**config.mk**
```make
export PLATFORM = sky130hd
export DESIGN_NAME = bounded_ordered_list_engine_unit
export DESIGN_NICKNAME = d
export VERILOG_FILES = /design/src/rtl/bole_pkg.sv /design/src/rtl/bole_cell.sv /design/src/rtl/bounded_ordered_list_engine_unit.sv
export SDC_FILE = /design/constraint.sdc
export NUM_CORES = 2
export LEC_CHECK = 0
export BUFFER_PORTS_ARGS = -buffer_cell sky130_fd_sc_hd__buf_2
export CAP_MARGIN = 20
export CORE_MARGIN = 2
export CORE_UTILIZATION = 40
export DETAILED_ROUTE_END_ITERATION = 8
export GPL_ROUTABILITY_DRIVEN = 0
export PLACE_DENSITY = 0.62
export SLEW_MARGIN = 20
export SYNTH_ARGS = -nofsm -noshare
export SYNTH_HDL_FRONTEND = slang
export SYNTH_HIERARCHICAL = 1
export SYNTH_SLANG_ARGS = --single-unit
```
**constraint.sdc**
```tcl
create_clock -name i_clk -period 16 [get_ports i_clk]
set_clock_uncertainty 0.2 [all_clocks]
set_input_delay 3.2 -clock i_clk [delete_from_list [all_inputs] [get_ports i_clk]]
set_output_delay 3.2 -clock i_clk [all_outputs]
set_load 0.02 [all_outputs]
```
**src/rtl/bole_pkg.sv**
```systemverilog
`timescale 1ns / 1ps
// ----------------------------------------------------------------------------
// Bounded ordered list package
// Shared sizes, operation and status codes, and the cell control bundle.
// ----------------------------------------------------------------------------
package bole_pkg;

    localparam int CAPACITY = 16;
    localparam int VAL_W    = 32;
    localparam int OP_W     = 3;
    localparam int POS_W    = 5;
    localparam int LEN_W    = 5;
    localparam int STAT_W   = 2;
    localparam int CNT_W    = $clog2(CAPACITY + 1);
    localparam int CMP_W    = (CNT_W > POS_W) ? CNT_W : POS_W;

    localparam int IN_DATA_W  = ((VAL_W + POS_W + 7) / 8) * 8;
    localparam int OUT_DATA_W = ((1 + LEN_W + STAT_W + 7) / 8) * 8;

    localparam logic [OP_W-1:0] OP_INS_HEAD = 3'd0;
    localparam logic [OP_W-1:0] OP_INS_TAIL = 3'd1;
    localparam logic [OP_W-1:0] OP_INS_POS  = 3'd2;
    localparam logic [OP_W-1:0] OP_DEL_HEAD = 3'd3;
    localparam logic [OP_W-1:0] OP_DEL_TAIL = 3'd4;
    localparam logic [OP_W-1:0] OP_DEL_POS  = 3'd5;
    localparam logic [OP_W-1:0] OP_SEARCH   = 3'd6;
    localparam logic [OP_W-1:0] OP_NONE     = 3'd7;

    localparam logic [STAT_W-1:0] ST_OK    = 2'd0;
    localparam logic [STAT_W-1:0] ST_FULL  = 2'd1;
    localparam logic [STAT_W-1:0] ST_EMPTY = 2'd2;

    typedef logic [VAL_W-1:0] t_entry;

    typedef struct packed {
        logic             accept;
        logic             wr_en;
        logic             ins;
        logic             search;
        logic [CMP_W-1:0] idx;
        logic [CMP_W-1:0] count;
        t_entry           value;
    } t_cell_ctl;

endpackage

```
**src/rtl/bole_cell.sv**
```systemverilog
`timescale 1ns / 1ps
// ----------------------------------------------------------------------------
// List cell
// Holds one list entry; shifts toward or from its neighbors on insert and
// delete, and flags a key match on search.
// ----------------------------------------------------------------------------
module bole_cell import bole_pkg::*; (
    input  logic             i_clk,
    input  t_cell_ctl        i_ctl,
    input  logic [CMP_W-1:0] i_cell_idx,
    input  t_entry           i_left,
    input  t_entry           i_right,
    output t_entry           o_entry,
    output logic             o_match
);

    t_entry r_entry;
    t_entry n_entry;
    logic   r_match;
    logic   n_match;

    always_comb begin
        n_entry = r_entry;
        if (i_ctl.wr_en) begin
            if (i_ctl.ins) begin
                if (i_cell_idx == i_ctl.idx) begin
                    n_entry = i_ctl.value;
                end else if (i_cell_idx > i_ctl.idx) begin
                    n_entry = i_left;
                end
            end else if (i_cell_idx >= i_ctl.idx) begin
                n_entry = i_right;
            end
        end
    end

    always_comb begin
        n_match = r_match;
        if (i_ctl.accept) begin
            n_match = i_ctl.search && (r_entry == i_ctl.value)
                      && (i_cell_idx < i_ctl.count);
        end
    end

    always_ff @(posedge i_clk) begin
        r_entry <= n_entry;
        r_match <= n_match;
    end

    assign o_entry = r_entry;
    assign o_match = r_match;

endmodule

```
**src/rtl/bounded_ordered_list_engine_unit.sv**
```systemverilog
`timescale 1ns / 1ps
// ----------------------------------------------------------------------------
// Bounded ordered list engine
// Ordered list of signed values held in a chain of cells, with insert,
// delete and search operations; one result per operation.
// ----------------------------------------------------------------------------
// Stages: the cells and stage-one registers, then the output register.
// Throughput: 1 operation per cycle unless the output stalls; every cell
// shifts or compares at once; search match bits combine in the second stage.
// Reset: synchronous active low; clears the entry count and pipeline valids.
// List entries are not reset; they are written before they are read.
// ----------------------------------------------------------------------------
module bounded_ordered_list_engine_unit import bole_pkg::*; (
    input  logic                  i_clk,
    input  logic                  i_rst_n,
    input  logic                  i_s_axis_tvalid,
    output logic                  o_s_axis_tready,
    input  logic [IN_DATA_W-1:0]  i_s_axis_tdata,   // value, position, zero pad
    input  logic [OP_W-1:0]       i_s_axis_tuser,   // opcode
    output logic                  o_m_axis_tvalid,
    input  logic                  i_m_axis_tready,
    output logic [OUT_DATA_W-1:0] o_m_axis_tdata    // found, list_length, status
);

    logic [OP_W-1:0]  in_op;
    t_entry           in_value;
    logic [POS_W-1:0] in_pos;

    assign in_op    = i_s_axis_tuser;
    assign in_value = i_s_axis_tdata[VAL_W-1:0];
    assign in_pos   = i_s_axis_tdata[VAL_W +: POS_W];

    logic [CNT_W-1:0]  r_count;
    logic [CNT_W-1:0]  n_count;
    logic              r_s1_valid;
    logic [CNT_W-1:0]  r_s1_count;
    logic [STAT_W-1:0] r_s1_status;
    logic              r_out_valid;
    logic              r_out_found;
    logic [LEN_W-1:0]  r_out_len;
    logic [STAT_W-1:0] r_out_status;

    logic              s1_advance;
    logic              in_xfer;
    logic              is_full;
    logic              is_empty;
    logic [CMP_W-1:0]  pos_x;
    logic [CMP_W-1:0]  cnt_x;
    logic [CMP_W-1:0]  del_pos;
    logic [STAT_W-1:0] status;
    t_cell_ctl         ctl;

    assign s1_advance      = !r_out_valid || i_m_axis_tready;
    assign o_s_axis_tready = !r_s1_valid || s1_advance;
    assign in_xfer         = i_s_axis_tvalid && o_s_axis_tready;

    assign is_full  = (r_count == CNT_W'(CAPACITY));
    assign is_empty = (r_count == '0);
    assign pos_x    = CMP_W'(in_pos);
    assign cnt_x    = CMP_W'(r_count);
    assign del_pos  = (pos_x == '0) ? '0 : pos_x - CMP_W'(1);

    always_comb begin
        ctl        = '0;
        ctl.accept = in_xfer;
        ctl.count  = cnt_x;
        ctl.value  = in_value;
        status     = ST_OK;
        n_count    = r_count;
        unique case (in_op)
            OP_INS_HEAD, OP_INS_TAIL, OP_INS_POS: begin
                ctl.ins = 1'b1;
                unique case (in_op)
                    OP_INS_HEAD: ctl.idx = '0;
                    OP_INS_TAIL: ctl.idx = cnt_x;
                    default:     ctl.idx = (pos_x > cnt_x) ? cnt_x : pos_x;
                endcase
                if (is_full) begin
                    status = ST_FULL;
                end else begin
                    ctl.wr_en = in_xfer;
                    n_count   = r_count + CNT_W'(1);
                end
            end
            OP_DEL_HEAD, OP_DEL_TAIL, OP_DEL_POS: begin
                unique case (in_op)
                    OP_DEL_HEAD: ctl.idx = '0;
                    OP_DEL_TAIL: ctl.idx = cnt_x - CMP_W'(1);
                    default:     ctl.idx = (del_pos >= cnt_x) ? cnt_x - CMP_W'(1) : del_pos;
                endcase
                if (is_empty) begin
                    status = ST_EMPTY;
                end else begin
                    ctl.wr_en = in_xfer;
                    n_count   = r_count - CNT_W'(1);
                end
            end
            OP_SEARCH: ctl.search = 1'b1;
            OP_NONE:   ctl.search = 1'b0;
            default:   ctl.search = 1'b0;
        endcase
    end

    t_entry               cell_entry [CAPACITY];
    logic [CAPACITY-1:0]  cell_match;

    for (genvar g = 0; g < CAPACITY; g++) begin : g_cell
        t_entry left_in;
        t_entry right_in;
        if (g == 0) begin : g_first
            assign left_in = in_value;
        end else begin : g_mid_l
            assign left_in = cell_entry[g-1];
        end
        if (g == CAPACITY - 1) begin : g_last
            assign right_in = cell_entry[g];
        end else begin : g_mid_r
            assign right_in = cell_entry[g+1];
        end
        bole_cell u_cell (
            .i_clk      (i_clk),
            .i_ctl      (ctl),
            .i_cell_idx (CMP_W'(g)),
            .i_left     (left_in),
            .i_right    (right_in),
            .o_entry    (cell_entry[g]),
            .o_match    (cell_match[g])
        );
    end

    always_ff @(posedge i_clk) begin
        if (!i_rst_n) begin
            r_count     <= '0;
            r_s1_valid  <= 1'b0;
            r_out_valid <= 1'b0;
        end else begin
            if (in_xfer) begin
                r_count <= n_count;
            end
            if (o_s_axis_tready) begin
                r_s1_valid <= in_xfer;
            end
            if (s1_advance) begin
                r_out_valid <= r_s1_valid;
            end
        end
    end

    always_ff @(posedge i_clk) begin
        if (in_xfer) begin
            r_s1_count  <= n_count;
            r_s1_status <= status;
        end
        if (s1_advance && r_s1_valid) begin
            r_out_found  <= |cell_match;
            r_out_len    <= LEN_W'(r_s1_count);
            r_out_status <= r_s1_status;
        end
    end

    assign o_m_axis_tvalid = r_out_valid;
    assign o_m_axis_tdata  = OUT_DATA_W'({r_out_status, r_out_len, r_out_found});

`ifndef SYNTHESIS
    a_count_bound: assert property (@(posedge i_clk) disable iff (!i_rst_n)
        r_count <= CNT_W'(CAPACITY))
        else $error("entry count above capacity");

    a_ins_grows: assert property (@(posedge i_clk) disable iff (!i_rst_n)
        (in_xfer && ctl.ins && !is_full) |=> (r_count == $past(r_count) + CNT_W'(1)))
        else $error("accepted insert did not grow the list");

    a_full_len: assert property (@(posedge i_clk) disable iff (!i_rst_n)
        (r_out_valid && r_out_status == ST_FULL) |-> (r_out_len == LEN_W'(CAPACITY)))
        else $error("full status without full length");

    a_found_ok: assert property (@(posedge i_clk) disable iff (!i_rst_n)
        (r_out_valid && r_out_found) |-> (r_out_status == ST_OK))
        else $error("found flag with error status");
`endif

endmodule

```
==> flow_summary.yaml <==
die:
  fp.dieW_um: 312.4
  rows: 113
  die_area_mm2: 0.09761
  fp.dieH_um: 312.4
  start_util_pct: 40.23
  ios: 57
  core_mm2: 0.09459
clocking:
  clk_latency_ns: 0.61
  numCtsBuffers: 67
  post_cts_resized: 0
  post_cts_buffers: 0
  cts_sinks: 550
  h-tree-depth: 3
  tritoncts: "done"
  clkTransAtPathRegs_ns: 0.06
  clk_path_buf_depth: 3
  cts-root-buf: "clkbuf_16"
  hold_buffers: 0
finish:
  fin_nets: 3977
  synthToLayoutAreaGrowth_pct: 10.32
  finalCoreUtilization_pct: 44.38
  most-common-layout-cells: "a21oi_1 (565), edfxtp_1 (543), nor2_1 (516)"
  stdcell_area_mm2: 0.04198
  post_route_cells_drive_above_1_share_pct: 7.016
  nFillCells: 9116
  final_common_cell: "a21oi_1"
power:
  clkPwrFrac_pct: 34.9
  ir_drop_mv: 0.06430
  switchingPower_uw: 1213
  p_sw_share_pct: 29.27
  power_frac_seq_pct: 45.2
  power_leakage_uw: 0.01797
  p_comb_share_pct: 19.9
  power_density_mw_per_mm2: 98.72
  p_int_uw: 2931
critical_path:
  cp-end-kind: "register"
  worstSetupPathType: "input port to register"
  start_kind: "input port"
  worstPathRequired_ns: 16.12
  crit_path_max_fanout: 32
  timing.rr.start: "cnt_x[4]$_SDFFE_PN0P_"
  arrival_ns: 7.96
  startpoint: "i_s_axis_tdata[32]"
drt:
  wirelength_mm: 92.53
  ant_nets: 0
  drt_pass1_iterations: 7
  drt_iter0_drc: 1754
  wl_per_cell_um: 18.19
  vias: 26110
  vias_per_cell: 5.133
  drc: 0
synthesis:
  synthCells: 3606
  syn_area_mm2: 0.03805
  synth_warnings: 6
  synthTopCellsByArea: "edfxtp_1 (43%), mux2i_1 (14%), a21oi_1 (7.4%), xor2_1 (7.1%), ha_1 (5.2%)"
  synthArstFlopShare_pct: 0
  ys.flop_type: "edfxtp_1"
  synthDistinctLibCells: 62
  syn_avg_cell_area_um2: 10.55
  seq_area_frac_synth_pct: 43.22
  yosys_register_bits: 550
  yosys.area.top_type: "edfxtp_1"
  synth_top_area_share_pct: 42.85
  synth-edff-count: 543
sta:
  holdWs_ns: 0.2188
  finalSetupViolCount: 0
  fin_crit_ns: 7.840
  rsz0062_at_grt: "false"
  hold_viol_final: 0
  final.setup.tns_ns: 0
  drv_slew: 0
  relSlewSlack_pct: 26.67
  max_freq_mhz: 127.6
  timing.final.ws_setup_ns: 8.160
  tightest_slew_ns: 1.096
  period_share_pct: 49.00
flow_run:
  maxCapViolCount: 0
status:
  status: "complete, no violations"
hold_path:
  min_from: "r_s1_count[1]$_DFFE_PP_"
  hold_path_class: "register to register"
placed_design:
  dp_hpwl_mm: 66.80
  place_area_mm2: 0.03972
  dp_slack_ns: 7.538
  port_buffers: 53
grt:
  grt_max_degree: 261
  overflow: 0
  grt.total_usage_pct: 18.67
  grt_pass1_wl_mm: 145.9
  antenna_found_initial: 4
  grt_pass1_vias: 25285
kinds of logic after synthesis:
family                   Yosys count  share of synthesized area, %
AND/OR/NAND/NOR                  840                         10.61
AO/OA/AOI/OAI                    684                         10.11
flip-flops                       550                         43.22
XOR/XNOR                         518                         11.92
multiplexers                     518                         13.64
buffers and inverters            336                         5.275
adder cells (fa/ha/maj)          158                         5.196
other                              2                       0.01974
path summary, 6_finish.rpt:
check	to	slack, ns	cells past startpoint
worst max register to register	g_cell[8].u_cell/o_entry[6]$_DFFE_PP_	10.59	13
worst min-delay path	r_out_len[1]$_DFFE_PP_	0.22	0
worst max-delay path	g_cell[15].u_cell/o_entry[31]$_DFFE_PP_	8.16	17
worst min register to register	r_out_len[1]$_DFFE_PP_	0.22	0
through the flow:
step                      cells  power [uW]
after global routing       5087        4346
final                      5087        4144
after global placement     4957        2685
after floorplan            3764        2467
after detailed placement   4960        2712
after CTS                  5077        4164
flip-flops by register name (all words and copies together), names as in the netlist:
signal	count
r_out_found	1
g_cell.u_cell/o_entry	512
r_out_len	5
o_m_axis_tvalid	1
r_s1_count	5
cnt_x	5
r_s1_status	2
g_cell.u_cell/o_match	16
r_s1_valid	1
r_out_status	2
power groups by stage:
stage               combinational [uW]  sequential (uW)  clock, uW
floorplan                          593             1870          0
global placement                   785             1900          0
detailed placement                 810             1900          0
CTS                                812             1870       1480
global route                       926             1890       1530
finish                             826             1870       1450
cell usage after synthesis, types with 3 or more instances:
cell / n
a21oi_1: 565
edfxtp_1: 543
nor2_1: 516
mux2i_1: 514
xor2_1: 307
xnor2_1: 211
inv_1: 168
ha_1: 158
nor4_1: 81
clkbuf_1: 72
nand4_1: 64
nand2b_1: 42
dlygate4sd1_1: 36
o21ai_0: 34
buf_6: 32
nand2_1: 26
nor2b_1: 21
nand3_1: 19
buf_12: 18
a2111oi_2: 16
nor3_1: 13
a21boi_0: 12
a31oi_1: 12
and4_1: 11
nand2_2: 11
nor4_2: 10
buf_4: 8
a21o_1: 7
a221o_1: 7
dfxtp_1: 7
a21boi_1: 6
and4_4: 6
nand2_4: 6
o2111a_1: 6
mux2_2: 4
and2_1: 3
worst max-delay path, cell delays in order:
cell and delay [ns]:
buf_2 0.12, inv_1 0.08, ha_1 0.23, nor3b_1 0.15, o21ai_0 0.30, ha_1 0.31
a211o_1 0.29, a31oi_1 0.15, o211a_1 0.30, mux2_2 0.36, a221o_1 0.61, inv_1 0.15
ha_1 0.25, and4_1 0.23, nand2_2 0.78, mux2i_1 0.29, a21oi_1 0.10
area by class of cell:
class,count,area [um2],area share (%)
Clock buffer,95,1844,4.394
Tap cell,1265,1583,3.771
Inverter,168,630.6,1.502
Multi-Input combinational cell,2878,20370,48.53
Clock inverter,22,182.7,0.4352
Timing Repair Buffer,107,915.9,2.182
Sequential cell,550,16450,39.18
Antenna cell,2,5.005,0.01192
routing by layer:
metal,up-vias,track usage (%),routed length (um)
li1,13293,-,-
met1,12243,26.34,44260
met2,425,29.83,42490
met3,149,2.157,2878
met4,0,6.228,2896
met5,-,0,0
(Power assumes the default switching activity.)
